<file path="src/hdl/slfr_pkg.sv">
`default_nettype none
package slfr_pkg;

   localparam int MaxPayload    = 32;
   localparam int PayIdxW       = (MaxPayload > 1) ? $clog2(MaxPayload) : 1;
   localparam int RdCntW        = $clog2(MaxPayload + 1);
   localparam int CntW          = 7;
   localparam int SyncBytes     = 4;
   localparam int HeaderBytes   = 7;
   localparam int FrameOverhead = 9;

   localparam logic [31:0] SyncReset = 32'h2083_B8ED;

   typedef enum logic [2:0] {
      STAT_TAKEN    = 3'd0,
      STAT_RESYNC   = 3'd1,
      STAT_DONE     = 3'd2,
      STAT_ERR_DROP = 3'd3,
      STAT_OVERSIZE = 3'd4
   } slfr_status_type;

   typedef struct packed {
      logic               en;
      logic [PayIdxW-1:0] addr;
      logic [7:0]         data;
   } slfr_wr_type;

   typedef struct packed {
      slfr_status_type status;
      logic            dump;
      logic            done_empty;
   } slfr_evt_type;

endpackage
`default_nettype wire

</file>
<file path="src/hdl/slfr_ram.sv">
`default_nettype none
module slfr_ram (
   input  wire logic                       clock,
   input  wire slfr_pkg::slfr_wr_type      wr,
   input  wire logic [slfr_pkg::PayIdxW-1:0] rd_addr,
   output logic [7:0]                      rd_data
);
   import slfr_pkg::*;

   logic [7:0] mem [0:MaxPayload-1];

   always_ff @(posedge clock) begin
      if (wr.en) begin
         mem[wr.addr] <= wr.data;
      end
      rd_data <= mem[rd_addr];
   end

endmodule
`default_nettype wire

</file>
<file path="src/hdl/slfr_parser.sv">
`default_nettype none
module slfr_parser (
   input  wire logic                  clock,
   input  wire logic                  reset,
   input  wire logic                  accept,
   input  wire logic [7:0]            rx_byte,
   input  wire logic                  line_error,
   input  wire logic                  csr_wr_en,
   input  wire logic [31:0]           csr_wr_data,
   output slfr_pkg::slfr_evt_type     evt,
   output slfr_pkg::slfr_wr_type      wr,
   output logic [7:0]                 addr_reg,
   output logic [7:0]                 code_reg,
   output logic [7:0]                 len_reg
);
   import slfr_pkg::*;

   logic [31:0]     sync_ff, sync_in;
   logic [CntW-1:0] cnt_ff, cnt_in;
   logic [7:0]      addr_ff, addr_in;
   logic [7:0]      code_ff, code_in;
   logic [7:0]      len_ff, len_in;
   logic [7:0]      sync_cur;
   logic [CntW-1:0] pos;
   logic [7:0]      next_cnt;
   logic            frame_end;

   always_comb begin
      unique case (cnt_ff[1:0])
         2'd0:    sync_cur = sync_ff[31:24];
         2'd1:    sync_cur = sync_ff[23:16];
         2'd2:    sync_cur = sync_ff[15:8];
         default: sync_cur = sync_ff[7:0];
      endcase
   end

   assign pos       = cnt_ff - CntW'(HeaderBytes);
   assign next_cnt  = {1'b0, cnt_ff} + 8'd1;
   assign frame_end = {1'b0, next_cnt} >= ({1'b0, len_ff} + 9'(FrameOverhead));

   always_comb begin
      sync_in         = csr_wr_en ? csr_wr_data : sync_ff;
      cnt_in          = cnt_ff;
      addr_in         = addr_ff;
      code_in         = code_ff;
      len_in          = len_ff;
      evt.status      = STAT_TAKEN;
      evt.dump        = 1'b0;
      evt.done_empty  = 1'b0;
      wr.en           = 1'b0;
      wr.addr         = pos[PayIdxW-1:0];
      wr.data         = rx_byte;
      if (accept) begin
         priority if (line_error) begin
            evt.status = STAT_ERR_DROP;
         end else if (cnt_ff < CntW'(SyncBytes)) begin
            if (rx_byte == sync_cur) begin
               cnt_in = cnt_ff + CntW'(1);
            end else begin
               evt.status = STAT_RESYNC;
               cnt_in     = (rx_byte == sync_ff[31:24]) ? CntW'(1) : CntW'(0);
            end
         end else if (cnt_ff == CntW'(4)) begin
            addr_in = rx_byte;
            cnt_in  = CntW'(5);
         end else if (cnt_ff == CntW'(5)) begin
            code_in = rx_byte;
            cnt_in  = CntW'(6);
         end else if (cnt_ff == CntW'(6)) begin
            len_in = rx_byte;
            if (rx_byte > 8'(MaxPayload)) begin
               evt.status = STAT_OVERSIZE;
               cnt_in     = '0;
            end else begin
               cnt_in = CntW'(HeaderBytes);
            end
         end else if (len_ff > 8'(MaxPayload)) begin
            evt.status = STAT_OVERSIZE;
            cnt_in     = '0;
         end else begin
            wr.en = ({1'b0, pos} < len_ff);
            if (!frame_end) begin
               cnt_in = next_cnt[CntW-1:0];
            end else begin
               cnt_in     = '0;
               evt.status = STAT_DONE;
               if (len_ff == 8'd0) begin
                  evt.done_empty = 1'b1;
               end else begin
                  evt.dump = 1'b1;
               end
            end
         end
      end
   end

   always_ff @(posedge clock) begin
      if (reset) begin
         sync_ff <= SyncReset;
         cnt_ff  <= '0;
         addr_ff <= '0;
         code_ff <= '0;
         len_ff  <= '0;
      end else begin
         sync_ff <= sync_in;
         cnt_ff  <= cnt_in;
         addr_ff <= addr_in;
         code_ff <= code_in;
         len_ff  <= len_in;
      end
   end

   assign addr_reg = addr_ff;
   assign code_reg = code_ff;
   assign len_reg  = len_ff;

endmodule
`default_nettype wire

</file>
<file path="src/hdl/sync_length_frame_receiver.sv">
// Sync-word, length-prefixed frame receiver. A received byte is taken only while no replay
// runs and the result register is free, and yields one status transfer, but the last byte
// of a frame with a payload starts a replay instead; a byte with a line error is dropped without
// touching the frame state. A completed frame replays its payload from the 32-entry store,
// each byte by a registered memory read, then a load of the result register once free; new
// input is held off meanwhile. A frame with an empty payload yields a single transfer.
`default_nettype none
module sync_length_frame_receiver (
   input  wire logic        clock,
   input  wire logic        reset,
   input  wire logic        req_valid,
   output logic             req_stall,
   input  wire logic [7:0]  req_rx_byte,
   input  wire logic        req_line_error,
   output logic             rsp_valid,
   input  wire logic        rsp_stall,
   output logic [2:0]       rsp_status,
   output logic [7:0]       rsp_frame_address,
   output logic [7:0]       rsp_frame_code,
   output logic [7:0]       rsp_payload_length,
   output logic [7:0]       rsp_payload_byte,
   output logic             rsp_payload_valid,
   output logic             rsp_last,
   input  wire logic        csr_wr_en,
   input  wire logic [31:0] csr_wr_data
);
   import slfr_pkg::*;

   typedef enum logic [2:0] {
      ST_IDLE = 3'b001,
      ST_READ = 3'b010,
      ST_SEND = 3'b100
   } state_type;

   state_type         state_ff, state_in;
   logic [RdCntW-1:0] rd_idx_ff, rd_idx_in;
   logic              out_valid_ff, out_valid_in;
   slfr_status_type   out_status_ff, out_status_in;
   logic [7:0]        out_addr_ff, out_addr_in;
   logic [7:0]        out_code_ff, out_code_in;
   logic [7:0]        out_len_ff, out_len_in;
   logic [7:0]        out_byte_ff, out_byte_in;
   logic              out_pvalid_ff, out_pvalid_in;
   logic              out_last_ff, out_last_in;

   logic         out_free;
   logic         accept;
   logic         rd_last;
   slfr_evt_type evt;
   slfr_wr_type  wr;
   logic [7:0]   addr_reg, code_reg, len_reg;
   logic [7:0]   rd_data;

   assign out_free  = !out_valid_ff || !rsp_stall;
   assign req_stall = (state_ff != ST_IDLE) || !out_free;
   assign accept    = req_valid && !req_stall;
   assign rd_last   = (8'(rd_idx_ff) + 8'd1) == len_reg;

   slfr_parser u_parser (
      .clock       (clock),
      .reset       (reset),
      .accept      (accept),
      .rx_byte     (req_rx_byte),
      .line_error  (req_line_error),
      .csr_wr_en   (csr_wr_en),
      .csr_wr_data (csr_wr_data),
      .evt         (evt),
      .wr          (wr),
      .addr_reg    (addr_reg),
      .code_reg    (code_reg),
      .len_reg     (len_reg)
   );

   slfr_ram u_ram (
      .clock   (clock),
      .wr      (wr),
      .rd_addr (rd_idx_ff[PayIdxW-1:0]),
      .rd_data (rd_data)
   );

   always_comb begin
      state_in      = state_ff;
      rd_idx_in     = rd_idx_ff;
      out_valid_in  = out_valid_ff && rsp_stall;
      out_status_in = out_status_ff;
      out_addr_in   = out_addr_ff;
      out_code_in   = out_code_ff;
      out_len_in    = out_len_ff;
      out_byte_in   = out_byte_ff;
      out_pvalid_in = out_pvalid_ff;
      out_last_in   = out_last_ff;
      unique case (state_ff)
         ST_IDLE: begin
            if (accept) begin
               if (evt.dump) begin
                  state_in  = ST_READ;
                  rd_idx_in = '0;
               end else begin
                  out_valid_in  = 1'b1;
                  out_status_in = evt.status;
                  out_addr_in   = evt.done_empty ? addr_reg : 8'd0;
                  out_code_in   = evt.done_empty ? code_reg : 8'd0;
                  out_len_in    = 8'd0;
                  out_byte_in   = 8'd0;
                  out_pvalid_in = 1'b0;
                  out_last_in   = 1'b1;
               end
            end
         end
         ST_READ: begin
            state_in = ST_SEND;
         end
         ST_SEND: begin
            if (out_free) begin
               out_valid_in  = 1'b1;
               out_status_in = STAT_DONE;
               out_addr_in   = addr_reg;
               out_code_in   = code_reg;
               out_len_in    = len_reg;
               out_byte_in   = rd_data;
               out_pvalid_in = 1'b1;
               out_last_in   = rd_last;
               if (rd_last) begin
                  state_in = ST_IDLE;
               end else begin
                  state_in  = ST_READ;
                  rd_idx_in = rd_idx_ff + RdCntW'(1);
               end
            end
         end
         default: begin
            state_in = ST_IDLE;
         end
      endcase
   end

   always_ff @(posedge clock) begin
      if (reset) begin
         state_ff     <= ST_IDLE;
         out_valid_ff <= 1'b0;
      end else begin
         state_ff     <= state_in;
         out_valid_ff <= out_valid_in;
      end
      rd_idx_ff     <= rd_idx_in;
      out_status_ff <= out_status_in;
      out_addr_ff   <= out_addr_in;
      out_code_ff   <= out_code_in;
      out_len_ff    <= out_len_in;
      out_byte_ff   <= out_byte_in;
      out_pvalid_ff <= out_pvalid_in;
      out_last_ff   <= out_last_in;
   end

   assign rsp_valid          = out_valid_ff;
   assign rsp_status         = out_status_ff;
   assign rsp_frame_address  = out_addr_ff;
   assign rsp_frame_code     = out_code_ff;
   assign rsp_payload_length = out_len_ff;
   assign rsp_payload_byte   = out_byte_ff;
   assign rsp_payload_valid  = out_pvalid_ff;
   assign rsp_last           = out_last_ff;

endmodule
`default_nettype wire

</file>
<file path="config.mk">
export PLATFORM = sky130hd
export DESIGN_NAME = sync_length_frame_receiver
export DESIGN_NICKNAME = d
export VERILOG_FILES = /design/src/hdl/slfr_pkg.sv /design/src/hdl/slfr_ram.sv /design/src/hdl/slfr_parser.sv /design/src/hdl/sync_length_frame_receiver.sv
export SDC_FILE = /design/constraint.sdc
export NUM_CORES = 1
export LEC_CHECK = 0
export ABC_AREA = 1
export BUFFER_PORTS_ARGS = -buffer_cell sky130_fd_sc_hd__buf_4
export CAP_MARGIN = 20
export CORE_UTILIZATION = 40
export CTS_BUF_LIST = sky130_fd_sc_hd__clkbuf_4 sky130_fd_sc_hd__clkbuf_8 sky130_fd_sc_hd__clkbuf_16
export CTS_CLUSTER_DIAMETER = 50
export DETAILED_ROUTE_END_ITERATION = 8
export GPL_TIMING_DRIVEN = 0
export PLACE_DENSITY_LB_ADDON = 0.15
export SYNTH_ARGS = -nofsm -noshare
export SYNTH_HDL_FRONTEND = slang
export SYNTH_SLANG_ARGS = --single-unit
</file>
<file path="constraint.sdc">
create_clock -name clock -period 5.5 [get_ports clock]
set_input_delay 1.1 -clock clock [delete_from_list [all_inputs] [get_ports clock]]
set_output_delay 1.1 -clock clock [all_outputs]
set_load 0.1 [all_outputs]
</file>
Word-level counts from Yosys, hierarchy flattened
Memories as Yosys holds them, arrays and structs flattened. A register that Yosys moved wholly into a read port is not among the register bits.
Index checks and enable logic that the tools add are counted.
{"block": "totals", "in_bits": 46, "mem_bits_rw": 256, "romBits": 0, "latch_bits": 0, "register_bits": 110, "output_inout_bits": 39, "word_cells": 143, "n_memories": 1}
{"name": "u_ram.mem", "depth": 32, "width": 8, "rd": 1, "rd_ports_with_merged_regs": 1, "wr": 1, "line": "slfr_ram.sv:10", "text": "logic [7:0] mem [0:MaxPayload-1];"}
{"block": "op_classes", "addsub": 6, "eq_ne": 17, "n_reduce_logical": 18, "shift": 0, "mul": 0, "div": 0, "bitwise": 4, "n_mux": 77, "magnitude_cmp": 5}
{"operator": "$mux W8", "n": 12}
{"operator": "$pmux W8 S2", "n": 4}
{"operator": "$mux W7", "n": 7}
{"operator": "$mux W3", "n": 12}
{"operator": "$mux W6", "n": 4}
{"operator": "$pmux W8 S3", "n": 1}
{"operator": "$mux W1", "n": 22}
{"operator": "$eq A7 B3 Y1 const B", "n": 3}
{"operator": "$eq A8 B8 Y1", "n": 2}
{"operator": "$gt A8 B6 Y1 const B", "n": 2}
{"operator": "$mux W5", "n": 3}
{"operator": "$pmux W6 S2", "n": 1}
{"operator": "$mux W2", "n": 5}
{"operator": "$ne A2 B2 Y1 const B", "n": 5}
{"operator": "$reduce_and A5 Y1", "n": 2}
{"operator": "$add A8 B4 Y9 const B", "n": 1}
{"operator": "$ge A8 B9 Y1", "n": 1}
{"operator": "$pmux W3 S3", "n": 1}
{"operator": "$add A7 B1 Y8 const B", "n": 1}
{"operator": "$eq A7 B8 Y1", "n": 1}
{"operator": "$logic_not A8 Y1", "n": 1}
{"operator": "$lt A7 B8 Y1", "n": 1}
{"operator": "$reduce_and A4 Y1", "n": 2}
{"operator": "$add A6 B1 Y7 const B", "n": 1}
{"operator": "other kinds (22)", "n": 32}

Longest topological paths before layout
Gate-level depths: netlist of the first run.
{"block": "logic_depth", "depth_word": 14, "depth_mapped": 19, "ltp_nobuf": 19}

Modules after synthesis
A second synthesis of the first run with hierarchy kept.
{"block": "hier_totals", "hier_cells": 1702, "hier_area_um2": 16682.2}
{"module": "slfr_ram", "n_inst": 1, "seq_area_each_um2": 7847.5, "area_each_um2": 10786.6, "cells_each": 922}
{"module": "slfr_parser", "n_inst": 1, "seq_area_each_um2": 1261.2, "area_each_um2": 3784.9, "cells_each": 566}
{"module": "sync_length_frame_receiver", "n_inst": 1, "seq_area_each_um2": 1371.3, "area_each_um2": 2110.8, "cells_each": 214}

Least setup slack after synthesis of the first run
Ideal clock, no wire load.
{"block": "synth_path", "path_kind": "register to register", "start": "register u_parser.cnt_ff[0]", "end": "register out_addr_ff[0], in the netlist rsp_frame_address[0], enable pin", "setup_time_ps": 488, "synth_period_minus_slack_ps": 5530, "path_slack_ps": -30, "path_stages_with_launch": 16, "t_required_ps": 5012, "t_arrival_ps": 5042, "n_path_buf": 1, "cell_sequence": "dfxtp_1 ha_1 buf_2 nand2_1 inv_1 nand3_1 nor2_1 xor2_1 ha_1 a21oi_1 o21ai_1 nor2_2 nand3_2 nand2_1 nand2_1 a21boi_0"}
{"block": "synth_via", "elab_chain_len": 12, "elab_cells_between_ends": 16, "cone_classes": "add/sub (1); order compare (2); eq/ne (4); mux (8); reduce/logical (1)"}
{"element": "start: declaration", "line": "slfr_parser.sv:19", "text": "logic [CntW-1:0] cnt_ff, cnt_in;"}
{"element": "start signal: assignment", "line": "slfr_parser.sv:106", "text": "cnt_ff <= cnt_in;"}
{"element": "$add A7 B1 Y8", "line": "slfr_parser.sv:38", "text": "assign next_cnt = {1'b0, cnt_ff} + 8'd1;"}
{"element": "$ge A8 B9 Y1", "line": "slfr_parser.sv:39", "text": "assign frame_end = {1'b0, next_cnt} >= ({1'b0, len_ff} + 9'(FrameOverhead));"}
{"element": "$mux W4", "line": "slfr_parser.sv:82", "text": "if (!frame_end) begin"}
{"element": "$mux W2", "line": "slfr_parser.sv:77", "text": "end else if (len_ff > 8'(MaxPayload)) begin"}
{"element": "$mux W2", "line": "slfr_parser.sv:69", "text": "end else if (cnt_ff == CntW'(6)) begin"}
{"element": "$mux W5", "line": "slfr_parser.sv:66", "text": "end else if (cnt_ff == CntW'(5)) begin"}
{"element": "$mux W5", "line": "slfr_parser.sv:63", "text": "end else if (cnt_ff == CntW'(4)) begin"}
{"element": "$mux W2 (*)", "line": "slfr_parser.sv:56", "text": "end else if (cnt_ff < CntW'(SyncBytes)) begin"}
{"element": "$mux W2 (*)", "line": "slfr_parser.sv:54", "text": "priority if (line_error) begin"}
{"element": "$mux W5 (*)", "line": "slfr_parser.sv:53", "text": "if (accept) begin"}
{"element": "$ne A2 B2 Y1 (no line) (*)"}
{"element": "$reduce_and A4 Y1 (no line) (*)"}
{"element": "end signal: assignment", "line": "sync_length_frame_receiver.sv:147", "text": "out_addr_ff <= out_addr_in;"}
{"element": "end: declaration", "line": "sync_length_frame_receiver.sv:39", "text": "logic [7:0] out_addr_ff, out_addr_in;"}
Mark *: on every way between the ends. The rest lies on a longest branch, timed or not.
A chain may end at the register's enable or synchronous reset.

Final worst setup path of the first run
{"block": "layout_path", "start": "register u_parser.cnt_ff[0]", "end": "memory u_ram.mem[20][2], enable pin"}
{"block": "layout_via", "elab_chain_len": 11, "elab_cells_between_ends": 15, "cone_classes": "add/sub (1); order compare (2); eq/ne (3); mux (9)"}
{"element": "$sub A7 B3 Y7", "line": "slfr_parser.sv:37", "text": "assign pos = cnt_ff - CntW'(HeaderBytes);"}
{"element": "$lt A7 B8 Y1", "line": "slfr_parser.sv:81", "text": "wr.en = ({1'b0, pos} < len_ff);"}
{"element": "$mux W1", "line": "slfr_parser.sv:77"}
{"element": "$mux W1", "line": "slfr_parser.sv:69"}
{"element": "$mux W1", "line": "slfr_parser.sv:66"}
{"element": "$mux W1", "line": "slfr_parser.sv:63"}
{"element": "$mux W1", "line": "slfr_parser.sv:56"}
{"element": "$mux W1", "line": "slfr_parser.sv:54"}
{"element": "$mux W1", "line": "slfr_parser.sv:53"}
{"element": "$mux W1", "line": "slfr_ram.sv:13", "text": "if (wr.en) begin"}
{"element": "$mux W1 (implied by the code)", "line": "slfr_ram.sv:14", "text": "mem[wr.addr] <= wr.data;"}
{"element": "end: declaration", "line": "slfr_ram.sv:10"}
Several ways; a longest one is shown, not always the timed one.

==> reports/metrics.yaml, run 1 <==
first_global_vias: 10900
die-area_um2: 40500
drc: 0
crit_type: "reg2reg"
leakage_nw: 6.92
grt_pass1_wl_um: 66400
min-delay-start: "u_parser.addr_reg[5]$_SDFFE_PP0P_"
cts_setup_buffers: 0
synth_area_per_cell_um2: 11.0
cellPowerDensity_nw_per_um2: 330
htreeDepth: 2
path_max_fanout: 10
r2r-start: "u_parser.cnt_ff[0]$_SDFFE_PP0P_"
worstMarginPinSlew_ns: 0.916
synth_cell_types: 44
clk_pin_slew_ns: 0.06
hold_class: "reg2reg"
drt_iter0_drc: 999
p_total_mw: 6.14
cts_root_buf: "clkbuf_16"
final_util_pct: 47.8
status: "finished clean"
max_cap_viol_count: 0
via_per_inst: 5.31
hpwl_um: 29500
holdPathStages: 2
regMostFlops: "u_ram.mem"
antenna_found_initial: 0
drt-wirelength-per-cell_um: 20.6
synthTopCellsByArea: "edfxtp_1 56%, dfxtp_1 9.4%, nor2_1 6.1%"
start_util_pct: 40.8
clock_latency_ns: 0.54
netlist_area_um2: 15900
final.min_clock_period_ns: 4.57
worst_setup_path_start_kind: "flip-flop"
globalplace.congestion: 0.888
n_antenna_cell: 0
first_pass_iters: 5
maxSlewViolCount: 0
cts_inserted_buffers: 41
drt-total-wl_um: 43900
fmax_mhz: 219
io_buffers: 83
syn_to_final_growth_pct: 16.9
yosysMostFrequentCell: "edfxtp_1"
max-clock-path-buffers: 3
drive_above_1_share_pct: 12.3
finalHoldViolCount: 0
cp_data_required_time_ns: 5.65
finalSetupViolations: 0
die_w_um: 201
end_kind: "flip-flop"
synth_edf_count: 299
grt_remaining_overflow: 0
ios: 85
largest_reg_flops: 256
synth_top_area_cell: "edfxtp_1"
reg2reg_slack_ns: 0.93
grtUsageTotal_pct: 21.7
synth_top_area_share_pct: 56.5
ant_nets: 0
fin_skew_ns: 0.0151
yosysWarnings: 0
vias: 11300
synth_common_cells: "299 x edfxtp_1, 257 x nor2_1, 159 x nand2_1"
rr_endpoint: "u_ram.mem[20][2]$_DFFE_PP_"
whs_endpoint: "u_parser.addr_reg[5]$_SDFFE_PP0P_"
relSlewSlack_pct: 38.7
die_y_um: 201
holdBufCountCts: 0
ys_ff_latch: 374
r2r_cells: 11
synth_nets: 1517
reg_top3: "u_ram.mem x256, u_parser.sync_ff x32"
synth_flop_cell: "edfxtp_1"
synth-async-reset-ratio_pct: 0
synth_seq_area_share_pct: 65.9
crit_arrival_ns: 4.72
final_nets: 1645
cts_tree: "built"
worst_ir_drop_vdd_mv: 0.191
row_count: 72
rsz0062_at_grt: "no"
cts.repair.resized: 0
finalCritPeriodShare_pct: 83.1
clock-sinks: 374
grt_max_degree: 39
core_um2: 38900
synthCells: 1447
routing by layer:
metal	GRT usage, %	wire (µm)	share of wire, %	vias up
li1	-	-	-	5356
met2	34.4	19900	45	365
met3	3.64	2820	6.4	83
met1	30.1	19800	45	5482
met4	7.82	1360	3.1	0
met5	0	0	0	-
power breakdown:
part | total, mW | switching, mW | internal (mW)
sequential | 3.10 | 0.0179 | 3.08
clock | 2.73 | 1.10 | 1.63
combinational | 0.311 | 0.233 | 0.0779
total | 6.14 | 1.35 | 4.79
worst max-delay path by stage:
stage | from | end | slack [ns] | depth (start not counted)
6_report | u_parser.cnt_ff[0]$_SDFFE_PP0P_ | u_ram.mem[20][2]$_DFFE_PP_ | 0.93 | 11
2_1_floorplan | u_parser.cnt_ff[0]$_SDFFE_PP0P_ | rsp_frame_address[0]$_DFFE_PP_ | 0.98 | 15
4_1_cts | u_parser.cnt_ff[0]$_SDFFE_PP0P_ | u_ram.mem[0][0]$_DFFE_PP_ | 0.95 | 11
5_1_grt | u_parser.cnt_ff[0]$_SDFFE_PP0P_ | u_ram.mem[3][0]$_DFFE_PP_ | 0.62 | 11
3_3_place_gp | u_parser.cnt_ff[0]$_SDFFE_PP0P_ | rsp_payload_byte[6]$_SDFFCE_PN0P_ | -0.42 | 13
3_5_place_dp | u_parser.cnt_ff[0]$_SDFFE_PP0P_ | u_ram.mem[0][6]$_DFFE_PP_ | 0.96 | 13
cells by family after synthesis:
group	synth area share, %
xor+xnor	1.38
compound gates	11.0
flops	65.9
mux	2.01
buf+inv	4.16
simple gates	13.6
fa+ha+maj	1.89
stage by stage:
stage	cell area [µm²]	instances	hold WS (ns)	TNS, ns	setup slack (ns)
after global routing	18600	2126	0.482	0	0.619
after detailed placement	17200	2050	0.448	0	0.962
final	18600	2126	0.460	0	0.930
after global placement	17200	2048	0.445	-15.33	-0.417
after CTS	18600	2126	0.463	0	0.947
after floorplan	15900	1447	0.421	0	0.978
layout make-up:
class	instances	area, µm²
flip-flops and latches	374	10500
fillers	3607	20300
inverters	101	379
repair buffers	85	678
clock buffers	54	1160
clock inverters	22	194
multi-input cells	902	4770
plain buffers	70	282
well taps	518	648
worst max-delay path, cell delays in order (launching register included):
cell and delay (ns):
dfxtp_1 0.56, ha_1 0.35, buf_2 0.29, nand2_1 0.10, inv_1 0.10, nor2_1 0.07, xor2_1 0.56, ha_1 0.35
and3_1 0.21, a211oi_4 0.53, nand2_4 0.27, nor2_1 0.77
placed cells by master, fill, tap and decap left out, drive strengths merged:
cell type / n
edfxtp: 299
nor2: 261
nand2: 167
o21ai: 154
clkbuf: 108
inv: 102
buf: 101
dfxtp: 75
o22ai: 58
a21oi: 56
nand3: 56
mux2i: 32
ha: 24
clkinv: 17
o221ai: 16
xor2: 15
nand4: 13
xnor2: 10
a211oi: 9
o31ai: 8
nor3: 8
or2: 6
a31oi: 4
bufinv: 3
o21a: 1
o211ai: 1
and3: 1
a21boi: 1
nor4: 1
clkinvlp: 1
(Power assumes the default switching activity.)
==> run 2: changes to the inputs <==
Clock period 5.5 ns to 3.76 ns, I/O delays scaled along.
==> run 2 against run 1 <==
Compared with the run above:
- total power is 50% higher
- sequential share of layout area down 1.3 points
- final cell count up 0.33%
- critical path depth is 3 higher
- register-to-register slack got worse by 0.72 ns
- final area is 2.4% higher
- clock-buffer cell count grew 2
- combinational power increased by 48%
- wire length is 1.7% higher
- largest cell class unchanged
==> reports/metrics.yaml, run 2 (same netlist as run 1, synthesis figures left out) <==
ant_nets: 0  # unchanged
clock_latency_ns: 0.55  # about the same
crit_arrival_ns: 3.75  # -0.97 ns
pwr-share-seq_pct: 49.2  # -1.3 points
die_y_um: 201  # unchanged
grtUsageTotal_pct: 22.2  # +0.47 points
clock-sinks: 374  # unchanged
reg_top3: "u_ram.mem x256, u_parser.sync_ff x32"
clkPwrFrac_pct: 45.8  # +1.4 points
n_antenna_cell: 0  # unchanged
fmax_mhz: 282  # +29%
drt-wirelength-per-cell_um: 20.9  # +1.4%
final_common_cell: "edfxtp_1"
first_global_vias: 11200  # +2.2%
end_kind: "flip-flop"
die-area_um2: 40500  # unchanged
drt-total-wl_um: 44600  # +1.7%
cts_tree: "built"
status: "finished clean"
largest_reg_flops: 256  # unchanged
switchingPower_mw: 2.07  # +53%
via_per_inst: 5.34  # +0.60%
cellPowerDensity_nw_per_um2: 484  # +46%
worst_setup_path_start_kind: "flip-flop"
leakage_nw: 6.99  # +1.0%
finalHoldViolCount: 0  # unchanged
nFillCells: 3583  # -0.67%
worstMarginPinSlew_ns: 0.800  # -0.116 ns
htreeDepth: 2  # unchanged
globalplace.congestion: 0.873  # -1.7%
path_cells: "inv_1 > nor3_1 > inv_1 > nand2_1 > inv_1 > nor2_2 > inv_1 > ha_1 > a21oi_1 > nand2_1 > a211oi_4 > buf_12 > nand2_4 > nor2_4"
relSlewSlack_pct: 46.3  # +7.5 points
cts_root_buf: "clkbuf_16"
drt_iter0_drc: 915  # -8.4%
ff_latch_area_um2: 10500  # about the same
path_max_fanout: 9  # -1
power.switching_fraction_pct: 22.4  # +0.50 points
die_w_um: 201  # unchanged
drive_above_1_share_pct: 15.6  # +3.3 points
final_nets: 1651  # +0.36%
slowest_stage: "dfxtp_4"
drc: 0  # unchanged
fin_skew_ns: 0.0265  # +0.0114 ns
max_cap_viol_count: 0  # unchanged
vias: 11400  # +0.93%
crit_top_cell: "inv_1"
max-clock-path-buffers: 3  # unchanged
worst_ir_drop_vdd_mv: 0.275  # +44%
comb_power_share_pct: 5.0  # about the same
row_count: 72  # unchanged
maxSlewViolCount: 0  # unchanged
final.min_clock_period_ns: 3.55  # -1.02 ns
regMostFlops: "u_ram.mem"
finalSetupViolations: 0  # unchanged
grt_pass1_wl_um: 68000  # +2.4%
cts_inserted_buffers: 42  # +2.4%
first_pass_iters: 5  # unchanged
crit_type: "reg2reg"
finalCritPeriodShare_pct: 94.3  # +11 points
place_area_um2: 17200  # -0.16%
hpwl_um: 29300  # -0.70%
cp_data_required_time_ns: 3.96  # -1.69 ns
clk_pin_slew_ns: 0.06  # about the same
start_util_pct: 40.8  # unchanged
layout_common_cells: "299 x edfxtp_1, 222 x nor2_1, 158 x nand2_1"
io_buffers: 83  # unchanged
antenna_found_initial: 0  # unchanged
syn_to_final_growth_pct: 19.7
grt_max_degree: 39  # unchanged
whs_ns: 0.417  # -0.0431 ns
p_int_mw: 7.14  # +49%
multiInputGateArea_um2: 5050  # +5.9%
design_area_um2: 19000  # +2.4%
core_um2: 38900  # unchanged
ios: 85  # unchanged
grt_remaining_overflow: 0  # unchanged
hold_class: "in2reg"
crit_path_max_incr_delay_ns: 0.43  # -0.34 ns
-- run 2: changes by cell type in the layout (fill, tap and decap cells not counted), sizes merged --
cell	previous run	this run
clkinv	17	11
clkinvlp	1	5
buf	101	104
clkbuf	108	111
inv	102	104
a21boi	1	2
-- run 2: final cells by class --
cell class	instances	area share, %
inverter	101	1.99
timing repair buffer	89	3.88
clock inverter	22	1.20
sequential	374	55.1
tap	518	3.41
multi-input combinational	903	26.5
clock buffer	56	6.42
buffer	70	1.49
-- run 2: power by group through the flow --
stage | clock network [mW] | registers [mW] | logic, mW
finish | 4.21 | 4.53 | 0.461
global route | 4.43 | 4.54 | 0.492
global placement | 0 | 4.62 | 0.443
CTS | 4.27 | 4.53 | 0.463
detailed placement | 0 | 4.62 | 0.452
floorplan | 0 | 4.77 | 0.124
-- run 2: worst max-delay path: cells and delay by family, from the launching register on --
family	cells	cell delay (ns)
flip-flops	1	0.43
buffers and inverters	5	0.68
AO/OA/AOI/OAI	2	0.45
adder cells (fa/ha/maj)	1	0.34
AND/OR/NAND/NOR	6	1.30
-- run 2: metal layers --
| metal | vias to the layer above | GRT usage, % | wire length, µm |
|---|---|---|---|
| li1 | 5382 | - | - |
| met1 | 5507 | 31.1 | 20100 |
| met2 | 399 | 34.7 | 20100 |
| met3 | 103 | 4.18 | 3120 |
| met4 | 0 | 7.47 | 1370 |
| met5 | - | 0 | 0 |
-- run 2: stage by stage --
| step | util [%] | cells | setup TNS (ns) | power (mW) | worst slack (ns) |
|---|---|---|---|---|---|
| finish | 48.9 | 2133 | 0 | 9.21 | 0.215 |
| detailed placement | 44.2 | 2049 | -189.45 | 5.07 | -0.968 |
| global placement | 44.1 | 2048 | -182.72 | 5.07 | -0.759 |
| floorplan | - | 1447 | 0 | 4.89 | 0.287 |
| CTS | 48.8 | 2130 | 0 | 9.27 | 0.0290 |
| global route | 48.9 | 2133 | -0.00913 | 9.46 | -0.00373 |
-- run 2: final timing paths --
check                                                        from                                 to  slack (ns)  depth (start not counted)
worst max-delay path              u_parser.cnt_ff[0]$_SDFFE_PP0P_         u_ram.mem[20][2]$_DFFE_PP_        0.21                         14
worst min-delay path                               csr_wr_data[6]   u_parser.sync_ff[6]$_SDFFE_PP1P_        0.42                          3
worst max register to register    u_parser.cnt_ff[0]$_SDFFE_PP0P_         u_ram.mem[20][2]$_DFFE_PP_        0.21                         14
worst min register to register  u_parser.addr_reg[6]$_SDFFE_PP0P_  u_parser.addr_reg[6]$_SDFFE_PP0P_        0.46                          2
-- run 2: repair_timing --
action / in CTS / in global routing
resized for setup: 70 / 5
buffers inserted: 2 / 3
endpoints found under the setup margin: 299 / 273
hold buffers: 0 / 0
endpoints found under the hold margin: 0 / 0
gates cloned: 1 / 0
pin swaps: 2 / 4
